`src/design/hte_pkg.sv`:
```
// Shared types, op codes and constants of the Huffman table encoder and bit packer.
package hte_pkg;

   // Op codes carried in req_tuser
   localparam logic [1:0] OP_LOAD   = 2'd0;
   localparam logic [1:0] OP_ENCODE = 2'd1;
   localparam logic [1:0] OP_FLUSH  = 2'd2;

   localparam int DEF_SYMBOLS      = 256;
   localparam int DEF_MAX_CODE_LEN = 16;
   localparam int CODE_W           = 16;
   localparam int LEN_W            = 5;
   localparam int SYM_W            = 8;
   localparam int PEND_W           = 7;

   // One code table entry
   typedef struct packed {
      logic [LEN_W-1:0]  len;
      logic [CODE_W-1:0] code;
   } entry_type;

   // Table write request (address travels beside it)
   typedef struct packed {
      logic      en;
      entry_type entry;
   } table_wr_type;

   // Item waiting in the stage after the table read
   typedef struct packed {
      logic valid;
      logic flush;
      logic hit;
   } stage_type;

   // One result beat
   typedef struct packed {
      logic [7:0] out_byte;
      logic [3:0] pad_bits;
      logic       is_final;
      logic       last;
   } result_type;

endpackage

```
`src/design/hte_packer.sv`:
```
// Bit accumulator, byte extraction and result queue driving the rsp channel.
module hte_packer (
   input  logic               clock,
   input  logic               reset,
   input  hte_pkg::stage_type stage,
   input  hte_pkg::entry_type entry,
   output logic               take,
   output logic               rsp_tvalid,
   input  logic               rsp_tready,
   output logic [15:0]        rsp_tdata,   // out_byte[7:0], pad_bits[11:8], zero[15:12]
   output logic [0:0]         rsp_tuser,   // is_final[0]
   output logic               rsp_tlast
);

   localparam int Q_DEPTH = 4;
   localparam int Q_AW    = $clog2(Q_DEPTH);
   localparam int Q_CW    = $clog2(Q_DEPTH + 1);
   localparam int ACC_W   = hte_pkg::PEND_W + hte_pkg::CODE_W;

   logic [hte_pkg::PEND_W-1:0] acc_ff, acc_in;
   logic [2:0]                 pend_ff, pend_in;
   hte_pkg::result_type        q_ff [Q_DEPTH];
   logic [Q_AW-1:0]            wr_ptr_ff, wr_ptr_in, rd_ptr_ff, rd_ptr_in;
   logic [Q_CW-1:0]            count_ff, count_in;

   logic                pop;
   logic                room;
   logic [ACC_W-1:0]    acc_wide;
   logic [4:0]          cnt;
   logic [15:0]         done_bits;
   logic [15:0]         flush_bits;
   logic [3:0]          pad;
   logic [1:0]          n_push;
   hte_pkg::result_type r0, r1;
   hte_pkg::result_type head;

   assign pop  = rsp_tvalid && rsp_tready;
   assign room = (count_ff <= Q_CW'(Q_DEPTH - 2)) ||
                 ((count_ff == Q_CW'(Q_DEPTH - 1)) && pop);
   assign take = stage.valid && room;

   // Append code word and split off completed bytes
   assign acc_wide   = (ACC_W'(acc_ff) << entry.len) | ACC_W'(entry.code);
   assign cnt        = 5'(pend_ff) + entry.len;
   assign done_bits  = 16'(acc_wide >> cnt[2:0]);
   assign pad        = 4'd8 - 4'(pend_ff);
   assign flush_bits = 16'(acc_ff) << pad;

   // Build results and next accumulator state
   always_comb begin
      acc_in  = acc_ff;
      pend_in = pend_ff;
      n_push  = 2'd0;
      r0      = '0;
      r1      = '0;
      if (take) begin
         if (stage.flush) begin
            r0.out_byte = flush_bits[7:0];
            r0.pad_bits = pad;
            r0.is_final = 1'b1;
            r0.last     = 1'b1;
            n_push      = 2'd1;
            acc_in      = '0;
            pend_in     = '0;
         end else if (stage.hit) begin
            acc_in  = acc_wide[hte_pkg::PEND_W-1:0] &
                      ((hte_pkg::PEND_W'(1) << cnt[2:0]) - hte_pkg::PEND_W'(1));
            pend_in = cnt[2:0];
            n_push  = cnt[4:3];
            if (cnt[4]) begin
               r0.out_byte = done_bits[15:8];
               r1.out_byte = done_bits[7:0];
               r1.last     = 1'b1;
            end else begin
               r0.out_byte = done_bits[7:0];
               r0.last     = 1'b1;
            end
         end
      end
   end

   // Advance queue pointers and count
   always_comb begin
      wr_ptr_in = wr_ptr_ff + Q_AW'(n_push);
      rd_ptr_in = pop ? rd_ptr_ff + Q_AW'(1) : rd_ptr_ff;
      count_in  = count_ff + Q_CW'(n_push) - Q_CW'(pop);
   end

   always_ff @(posedge clock) begin
      if (reset) begin
         acc_ff    <= '0;
         pend_ff   <= '0;
         wr_ptr_ff <= '0;
         rd_ptr_ff <= '0;
         count_ff  <= '0;
      end else begin
         acc_ff    <= acc_in;
         pend_ff   <= pend_in;
         wr_ptr_ff <= wr_ptr_in;
         rd_ptr_ff <= rd_ptr_in;
         count_ff  <= count_in;
      end
   end

   // Store result beats
   always_ff @(posedge clock) begin
      if (n_push != 2'd0) begin
         q_ff[wr_ptr_ff] <= r0;
      end
      if (n_push == 2'd2) begin
         q_ff[wr_ptr_ff + Q_AW'(1)] <= r1;
      end
   end

   assign head       = q_ff[rd_ptr_ff];
   assign rsp_tvalid = (count_ff != '0);
   assign rsp_tdata  = {4'b0, head.pad_bits, head.out_byte};
   assign rsp_tuser  = head.is_final;
   assign rsp_tlast  = head.last;

   a_queue_bound : assert property (@(posedge clock) disable iff (reset)
      count_ff <= Q_CW'(Q_DEPTH))
      else $error("result queue overfilled");

   a_flush_clears : assert property (@(posedge clock) disable iff (reset)
      take && stage.flush |=> pend_ff == '0 && acc_ff == '0)
      else $error("flush left pending bits");

   a_pad_only_final : assert property (@(posedge clock) disable iff (reset)
      rsp_tvalid && head.pad_bits != 4'd0 |-> head.is_final && head.last)
      else $error("pad count on a non-final beat");

   a_take_has_room : assert property (@(posedge clock) disable iff (reset)
      take |=> count_ff <= Q_CW'(Q_DEPTH))
      else $error("item taken without queue room");

endmodule

```
`config.mk`:
```
export PLATFORM = sky130hd
export DESIGN_NAME = hte_packer
export DESIGN_NICKNAME = d
export VERILOG_FILES = /design/src/design/hte_pkg.sv /design/src/design/hte_packer.sv
export SDC_FILE = /design/constraint.sdc
export NUM_CORES = 1
export LEC_CHECK = 0
export ABC_AREA = 1
export BUFFER_PORTS_ARGS = -buffer_cell sky130_fd_sc_hd__buf_2
export CAP_MARGIN = 20
export CELL_PAD_IN_SITES_DETAIL_PLACEMENT = 1
export CELL_PAD_IN_SITES_GLOBAL_PLACEMENT = 1
export CORE_UTILIZATION = 47
export DETAILED_ROUTE_END_ITERATION = 10
export GPL_TIMING_DRIVEN = 0
export PLACE_DENSITY = 0.85
export SKIP_CTS_REPAIR_TIMING = 1
export SLEW_MARGIN = 20
export SYNTH_ARGS = -nofsm -noshare
export SYNTH_HDL_FRONTEND = slang
export SYNTH_SLANG_ARGS = --single-unit
```
`constraint.sdc`:
```
create_clock -name clock -period 6.1 [get_ports clock]
set_clock_uncertainty 0.2 [all_clocks]
set_input_delay 0.61 -clock clock [delete_from_list [all_inputs] [get_ports clock]]
set_output_delay 0.61 -clock clock [all_outputs]
set_load 0.03 [all_outputs]
```
== Word-level counts from Yosys, hierarchy flattened ==
Memory sizes are Yosys's and may differ from the RTL's. A register that Yosys moved wholly into a read port is not among the register bits.
Index checks and enable logic that the tools add are counted.

* Register bits: 17
* RAM bits: 56
* Bits of input ports: 27
* Output and inout bits: 20
* Word-level logic and storage cells: 60
* Memories kept: 1

* Add/subtract/negate cells: 8
* $lt $le $gt $ge: 1
* Equal/unequal tests: 2
* Shift-type cells: 4
* Muxes and demuxes: 29
* Bitwise logic cells: 2
* Reductions and logical operators: 8

{| class="wikitable"
|+ Memories
! name !! words !! width !! read ports !! clocked after memory_dff !! wr ports !! RTL line !! RTL
|-
| q_ff || 4 || 14 || 1 || 1 || 2 || hte_packer.sv:22 || <nowiki>hte_pkg::result_type q_ff [Q_DEPTH];</nowiki>
|}

{| class="wikitable"
|+ Operator list
! cell !! number
|-
| two-way mux 8 bit || 7
|-
| bitwise OR 23 x 16 -> 23 bit || 1
|-
| << shifter 7 x 5 -> 23 bit || 1
|-
| >> shifter 23 x 3 -> 16 bit || 1
|-
| two-way mux 14 bit || 1
|-
| two-way mux 7 bit || 2
|-
| two-way mux 1 bit || 11
|-
| two-way mux 2 bit || 5
|-
| << shifter 7 x 4 -> 8 bit || 1
|-
| AND 7 bit || 1
|-
| << shifter 1 x 3 -> 7 bit, first input constant || 1
|-
| subtractor 7 x 1 -> 7 bit, second input constant || 1
|-
| two-way mux 3 bit || 2
|-
| adder 3 x 5 -> 5 bit || 1
|-
| two-way mux 5 bit || 1
|-
| adder 2 x 1 -> 2 bit, second input constant || 2
|-
| nonzero test 2 bit || 2
|-
| subtractor 4 x 3 -> 4 bit, first input constant || 1
|-
| adder 3 x 2 -> 3 bit || 1
|-
| == test 3 x 2 -> 1 bit, second input constant || 1
|-
| less-or-equal comparator 3 x 2 -> 1 bit, second input constant || 1
|-
| logical AND 1 bit || 3
|-
| nonzero test 3 bit || 1
|-
| subtractor 3 x 1 -> 3 bit || 1
|-
| 4 further kinds || 4
|}

== Longest topological paths before layout ==
Gate-level depths: netlist of the first run.

* Depth in word-level cells: 9
* Depth in mapped cells: 16
* Gate-level depth less buffers: 15

== Worst setup path before layout of the first run ==
Ideal clock, no wire load.

* Path kind: input to register
* Start: input entry[17] in the netlist's numbering
* End: register count_ff[2]
* Setup time: 0.128 ns
* Data arrival time: 2.932 ns
* Data required time: 5.772 ns
* Slack: 2.840 ns
* Cell stages on the path: 13
* Buffers on the path: 1
* Cells stage by stage: inv_1 buf_4 fa_1 or2_4 a21oi_4 xor2_2 nor2_4 inv_4 ha_1 fa_1 xor2_1 inv_1 nor2_1

* Cells in the longest elaborated chain, start to end: 6

{| class="wikitable"
|+ Ends and longest elaborated chain
! element !! RTL line !! RTL
|-
| start, declared || hte_packer.sv:6 || <nowiki>input hte_pkg::entry_type entry,</nowiki>
|-
| adder 3 x 5 -> 5 bit || hte_packer.sv:44 || <nowiki>assign cnt = 5'(pend_ff) + entry.len;</nowiki>
|-
| two-way mux 2 bit || hte_packer.sv:65 || <nowiki>end else if (stage.hit) begin</nowiki>
|-
| two-way mux 2 bit || hte_packer.sv:57 || <nowiki>if (stage.flush) begin</nowiki>
|-
| two-way mux 2 bit || hte_packer.sv:56 || <nowiki>if (take) begin</nowiki>
|-
| adder 3 x 2 -> 3 bit || hte_packer.sv:86 || <nowiki>count_in = count_ff + Q_CW'(n_push) - Q_CW'(pop);</nowiki>
|-
| subtractor 3 x 1 -> 3 bit || hte_packer.sv:86 ||
|-
| end signal, assigned || hte_packer.sv:101 || <nowiki>count_ff <= count_in;</nowiki>
|-
| end, declared || hte_packer.sv:24 || <nowiki>logic [Q_CW-1:0] count_ff, count_in;</nowiki>
|}

No other way between the ends.
A chain may end at the register's enable or synchronous reset.

==> impl_metrics.env, run 1 <==
export IMPL_status="finished, violations left"
export IMPL_violations="DRC"
export IMPL_firstDrtPassIters=7
export IMPL_setup_viol=0
export IMPL_critPathLaunch="entry[17]"
export IMPL_reg2reg_from="pend_ff[0]$_SDFFE_PP0P_"
export IMPL_rr_worst_depth=11
export IMPL_reg2reg_setup_slack_ns=2.64
export IMPL_via_per_inst=6.33
export IMPL_path_max_fanout=10
export IMPL_core_area_um2=11500
export IMPL_ys_types=45
export IMPL_wire_per_inst_um=22.1
export IMPL_cap_violations=0
export IMPL_cts_sinks=75
export IMPL_rows=39
export IMPL_postSynthCellCount=813
export IMPL_ioPinCount=47
export IMPL_layout_common_cells="nand3_1, nand2_1, nor2_1, buf_2, inv_1"
export IMPL_hold_violations=0
export IMPL_peakVddDrop_mv=0.137
export IMPL_ys_ff_latch=75
export IMPL_layout_drive_gt1_share=0.146
export IMPL_grt_pass1_wl_um=35800
export IMPL_routed_wl_um=22400
export IMPL_hold_slack_ns=0.277
export IMPL_worstSetupEndpointType="flop"
export IMPL_cts_tree="yes"
export IMPL_drv_slew=0
export IMPL_grt_max_degree=15
export IMPL_ys_warn_count=0
export IMPL_synth_area_per_cell_um2=6.86
export IMPL_period_needed_ns=3.47
export IMPL_syn_area_um2=5580
export IMPL_cp_required_ns=5.88
export IMPL_period_share=0.568
export IMPL_io_buffers=39
export IMPL_drc=6
export IMPL_fillers=1559
export IMPL_finalPower_uw=1940
export IMPL_crit_type="in2reg"
export IMPL_start_util=0.484
export IMPL_dieArea_um2=12300
export IMPL_htree_levels=3
export IMPL_p_leak_uw=0.00276
export IMPL_vias=6422
export IMPL_fp_dieW_um=111
export IMPL_tightest_slew_ns=0.664
export IMPL_rsz0062_at_grt="no"
export IMPL_startpoint_type="input pin"
export IMPL_clkSlewWorstSetupHoldPaths_ns=0.06
export IMPL_final_nets=904
export IMPL_antenna_found_initial=0
export IMPL_cts_buffers=9
export IMPL_worstHoldPathType="reg2reg"
export IMPL_hpwl_um=16500
export IMPL_first_global_vias=6711
export IMPL_detail_route_iter0_violations=617
export IMPL_power_density_nw_per_um2=310
export IMPL_synth_seq_area_share=0.334
export IMPL_rr_endpoint="q_ff[0][9]$_DFFE_PP_"
export IMPL_clk_latency_ns=0.34
export IMPL_relSlewSlack=0.557
export IMPL_crit_end="q_ff[0][9]$_DFFE_PP_"
export IMPL_track_usage=0.375
export IMPL_cts_root_buf="clkbuf_16"
export IMPL_grt_overflow=0
export IMPL_cts_buffer_depth=2
export IMPL_crit_arrival_ns=3.25
export IMPL_postRouteAntennaNets=0
export IMPL_tns_ns=0
export IMPL_place_congestion=0.920
export IMPL_postLayoutCoreUtil=0.542
export IMPL_area_delta_synth_final_pct=11.9
export IMPL_timing_fmax_mhz=288
export IMPL_num_antenna_cells=0
export IMPL_die_height_um=111
export IMPL_final_common_cell="nand3_1"
==> layout make-up <==
type	instances	area, um^2	share of cell area
clock inverters	5	36.3	0.00581
clock buffers	11	243	0.0389
inverters	71	274	0.0439
repair buffers	39	195	0.0313
flip-flops and latches	75	1860	0.298
well taps	143	179	0.0287
multi-input cells	630	3240	0.519
plain buffers	40	213	0.0341
==> worst min path at each step <==
stage | start | endpoint | depth (start not counted)
final | q_ff[3][2]$_SDFFE_PP0P_ | q_ff[3][2]$_SDFFE_PP0P_ | 2
after global routing | q_ff[0][4]$_SDFFE_PP0P_ | q_ff[0][4]$_SDFFE_PP0P_ | 2
after CTS | q_ff[3][2]$_SDFFE_PP0P_ | q_ff[3][2]$_SDFFE_PP0P_ | 2
after detailed placement | q_ff[1][3]$_SDFFE_PP0P_ | q_ff[1][3]$_SDFFE_PP0P_ | 2
after global placement | q_ff[1][4]$_SDFFE_PP0P_ | q_ff[1][4]$_SDFFE_PP0P_ | 2
after floorplan | q_ff[1][4]$_SDFFE_PP0P_ | q_ff[1][4]$_SDFFE_PP0P_ | 2
==> Yosys cell counts (all sizes together) <==
cell | instances | share of area
mux2i | 1 | 0.0018
edfxtp | 36 | 0.19
inv | 67 | 0.046
o21ai | 57 | 0.051
nand2 | 179 | 0.13
or2 | 3 | 0.0038
nor2 | 64 | 0.052
a221o | 2 | 0.0036
dfxtp | 39 | 0.14
and3 | 1 | 0.0011
nor3 | 3 | 0.0036
nor3b | 4 | 0.0054
clkbuf | 14 | 0.0094
nand3b | 2 | 0.0027
fa | 2 | 0.0072
clkinv | 4 | 0.0027
o2111ai | 1 | 0.0016
xor2 | 5 | 0.0092
conb | 1 | 0.00067
nand4 | 22 | 0.025
a31oi | 1 | 0.0011
ha | 9 | 0.020
xnor2 | 3 | 0.0047
o22ai | 14 | 0.016
nand3 | 223 | 0.21
buf | 26 | 0.029
a21oi | 29 | 0.031
a221oi | 1 | 0.0016
==> logic make-up (layout without fill, tap and decap cells) <==
group	count (synthesis)	count (layout)	synth area share
xor+xnor	8	8	0.0139
fa+ha+maj	11	11	0.0274
buf+inv	111	166	0.0873
flops	75	75	0.334
compound gates	105	105	0.105
simple gates	501	501	0.430
other cells	1	4	0.000672
mux	1	1	0.00179
==> per-layer routing <==
layer | track usage | wire length [um] | vias to the layer above
li1 | - | - | 2907
met1 | 0.438 | 8930 | 3069
met4 | 0.221 | 1210 | 0
met2 | 0.655 | 11000 | 345
met3 | 0.0536 | 1260 | 101
met5 | 0 | 0 | -
==> per-stage QoR <==
stage                     cell area, um^2  cells  worst slack [ns]
after detailed placement             5960    998              2.34
after global routing                 6240   1014              2.52
final                                6240   1014              2.63
after floorplan                      5590    816              2.84
after global placement               5960    998              2.44
after CTS                            6240   1014              2.65
==> power by group <==
group	switching [uW]	leakage [uW]	internal, uW
Combinational	572	0.00201	213
Sequential	42.7	0.000617	589
Clock	229	0.000137	290
==> worst max-delay path: stages <==
cell	delay (ns)
buf_2	0.13
inv_1	0.06
buf_4	0.17
fa_1	0.44
or2_4	0.29
a21oi_4	0.16
xor2_2	0.14
nor2_4	0.22
nand2_2	0.13
nor2_4	0.29
inv_2	0.14
nand2_1	0.46
==> state kept, by name, indices dropped and copies added, names as in the netlist, named ones only <==
name and cells:
acc_ff 7, count_ff 3, pend_ff 3, q_ff 56
rd_ptr_ff 2, wr_ptr_ff 2
Power figures use the tool's default switching activity.
==> inputs of run 2 (changes only) <==
--- a/config.mk
+++ b/config.mk
@@ -10,10 +10,10 @@
 export CAP_MARGIN = 20
 export CELL_PAD_IN_SITES_DETAIL_PLACEMENT = 1
 export CELL_PAD_IN_SITES_GLOBAL_PLACEMENT = 1
-export CORE_UTILIZATION = 47
+export CORE_UTILIZATION = 40
 export DETAILED_ROUTE_END_ITERATION = 10
 export GPL_TIMING_DRIVEN = 0
-export PLACE_DENSITY = 0.85
+export PLACE_DENSITY = 0.77
 export SKIP_CTS_REPAIR_TIMING = 1
 export SLEW_MARGIN = 20
 export SYNTH_ARGS = -nofsm -noshare
==> constraint.sdc (replaced) <==
create_clock -name clock -period 2.8 [get_ports clock]
set_clock_uncertainty 0.2 [all_clocks]
set_input_delay 0.28 -clock clock [delete_from_list [all_inputs] [get_ports clock]]
set_output_delay 0.28 -clock clock [all_outputs]
set_load 0.03 [all_outputs]
==> run 2 against run 1 <==
  * The run ends with setup timing left
  * Utilization fell by 1.6 points
  * Critical path depth rose by 3
  * Sequential share of layout area fell by 3.3 points
  * Power rose by 120%
  * Via count fell by 3.6%
  * Clock power rose by 100%
  * Sequential power rose by 120%
  * Design area rose by 13%
  * Die area rose by 17%
  * Register-to-register slack got worse by 2.7 ns
  * Largest cell class unchanged
  * Highest routed layer unchanged
==> impl_metrics.env, run 2 (synthesized netlist as in run 1, its figures left out) <==
export IMPL_fp_dieW_um=120
export IMPL_die_height_um=120
export IMPL_hold_violations=0
export IMPL_reg2reg_setup_slack_ns=-0.08
export IMPL_crit_type="reg2reg"
export IMPL_cap_violations=0
export IMPL_fillers=1730
export IMPL_ioPinCount=47
export IMPL_layout_common_cells="nand3_1, nand2_1, nor2_1, buf_2, o21ai_0"
export IMPL_postRouteAntennaNets=0
export IMPL_firstDrtPassIters=5
export IMPL_tightest_slew_ns=0.929
export IMPL_final_nets=923
export IMPL_io_buffers=39
export IMPL_placed_area_um2=6010
export IMPL_rsz0062_at_grt="yes"
export IMPL_regMostFlops="q_ff"
export IMPL_core_area_um2=13400
export IMPL_period_share=1.03
export IMPL_final_common_cell="nand3_1"
export IMPL_relSlewSlack=0.381
export IMPL_period_needed_ns=2.88
export IMPL_cts_buffer_depth=2
export IMPL_status="finished, violations left"
export IMPL_instances_no_fill=1066
export IMPL_start_util=0.416
export IMPL_grt_pass1_wl_um=32000
export IMPL_stdcell_area_um2=7040
export IMPL_dieArea_um2=14400
export IMPL_drv_slew=0
export IMPL_cts_buffers=9
export IMPL_clkSlewWorstSetupHoldPaths_ns=0.06
export IMPL_track_usage=0.286
export IMPL_setup_viol=18
export IMPL_largest_register_ff_count=56
export IMPL_cts_tree="yes"
export IMPL_cts_root_buf="clkbuf_16"
export IMPL_whs_endpoint="pend_ff[1]$_SDFFE_PP0P_"
export IMPL_rr_endpoint="q_ff[3][10]$_DFFE_PP_"
export IMPL_fin_ws_ns=-0.0768
export IMPL_vias=6188
export IMPL_antenna_found_initial=0
export IMPL_grt_max_degree=14
export IMPL_crit_arrival_ns=2.76
export IMPL_multi_input_area_um2=3800
export IMPL_wire_per_inst_um=20.0
export IMPL_placed_cells=1031
export IMPL_num_antenna_cells=0
export IMPL_grt_overflow=0
export IMPL_routed_wl_um=21300
export IMPL_reg_top3="q_ff (56), acc_ff (7)"
export IMPL_peakVddDrop_mv=0.303
export IMPL_timing_fmax_mhz=348
export IMPL_path_max_fanout=5
export IMPL_reg2reg_from="pend_ff[0]$_SDFFE_PP0P_"
export IMPL_area_delta_synth_final_pct=26.3
export IMPL_startpoint_type="flop"
export IMPL_whs_path_depth=2
export IMPL_layout_drive_gt1_share=0.265
export IMPL_rr_worst_depth=15
export IMPL_worstHoldPathType="in2reg"
export IMPL_cts_sinks=75
export IMPL_detail_route_iter0_violations=482
export IMPL_hp_start="reset"
export IMPL_drc=0
export IMPL_rows=42
export IMPL_violations="setup timing"
export IMPL_htree_levels=3
export IMPL_place_congestion=0.958
export IMPL_first_global_vias=6090
export IMPL_clk_latency_ns=0.34
export IMPL_p_leak_uw=0.00294
export IMPL_cp_required_ns=2.68
export IMPL_via_per_inst=5.80
export IMPL_power_density_nw_per_um2=606
export IMPL_hpwl_um=16200
export IMPL_worstSetupEndpointType="flop"
export IMPL_seqCellArea_um2=1870
## run 2: through the flow
stage          TNS [ns]   util  power, uW  worst slack [ns]  hold WS [ns]
2_1_floorplan         0      -       2520            0.0190         0.239
3_3_place_gp     -24.22  0.449       2940            -0.481         0.253
3_5_place_dp     -27.62  0.449       3010            -0.528         0.270
4_1_cts          -22.08  0.468       4040            -0.453         0.122
5_1_grt           -3.66  0.526       4490            -0.203         0.197
6_report         -0.470  0.526       4270           -0.0768         0.138
## run 2: area by class of cell
class	instances	area share
plain buffers	38	0.0325
clock buffers	10	0.0325
clock inverters	6	0.00480
inverters	71	0.0412
multi-input cells	631	0.540
flip-flops and latches	75	0.265
well taps	176	0.0313
repair buffers	59	0.0524
## run 2: where the power goes
group | internal [uW] | switching (uW)
clock | 593 | 452
sequential | 1280 | 79.9
combinational | 565 | 1300
## run 2: critical path: stages, from the launching register on
cell	delay, ns
dfxtp_4	0.36
ha_4	0.13
inv_2	0.04
fa_2	0.33
or2_4	0.26
a21oi_4	0.19
xor2_4	0.24
buf_6	0.16
nor2_4	0.05
inv_2	0.10
buf_6	0.10
a21oi_2	0.04
nand3_2	0.10
nand3_4	0.09
nand3_1	0.14
nand2_1	0.08
## run 2: worst max-delay path by stage
| stage | cells past startpoint | from | end |
|---|---|---|---|
| floorplan | 13 | pend_ff[0]$_SDFFE_PP0P_ | count_ff[2]$_SDFF_PP0_ |
| global placement | 13 | entry[17] | q_ff[3][11]$_DFFE_PP_ |
| detailed placement | 13 | entry[17] | q_ff[1][10]$_DFFE_PP_ |
| CTS | 12 | pend_ff[0]$_SDFFE_PP0P_ | q_ff[3][11]$_DFFE_PP_ |
| global route | 14 | pend_ff[2]$_SDFFE_PP0P_ | count_ff[2]$_SDFF_PP0_ |
| finish | 15 | pend_ff[0]$_SDFFE_PP0P_ | q_ff[3][10]$_DFFE_PP_ |
## run 2: layer usage
metal  wire [um]  share of wire  global-route usage
met2       10800           0.51               0.508
met1        8940           0.42               0.352
met3         779          0.037              0.0314
met5           0              0                   0
met4         775          0.036               0.110
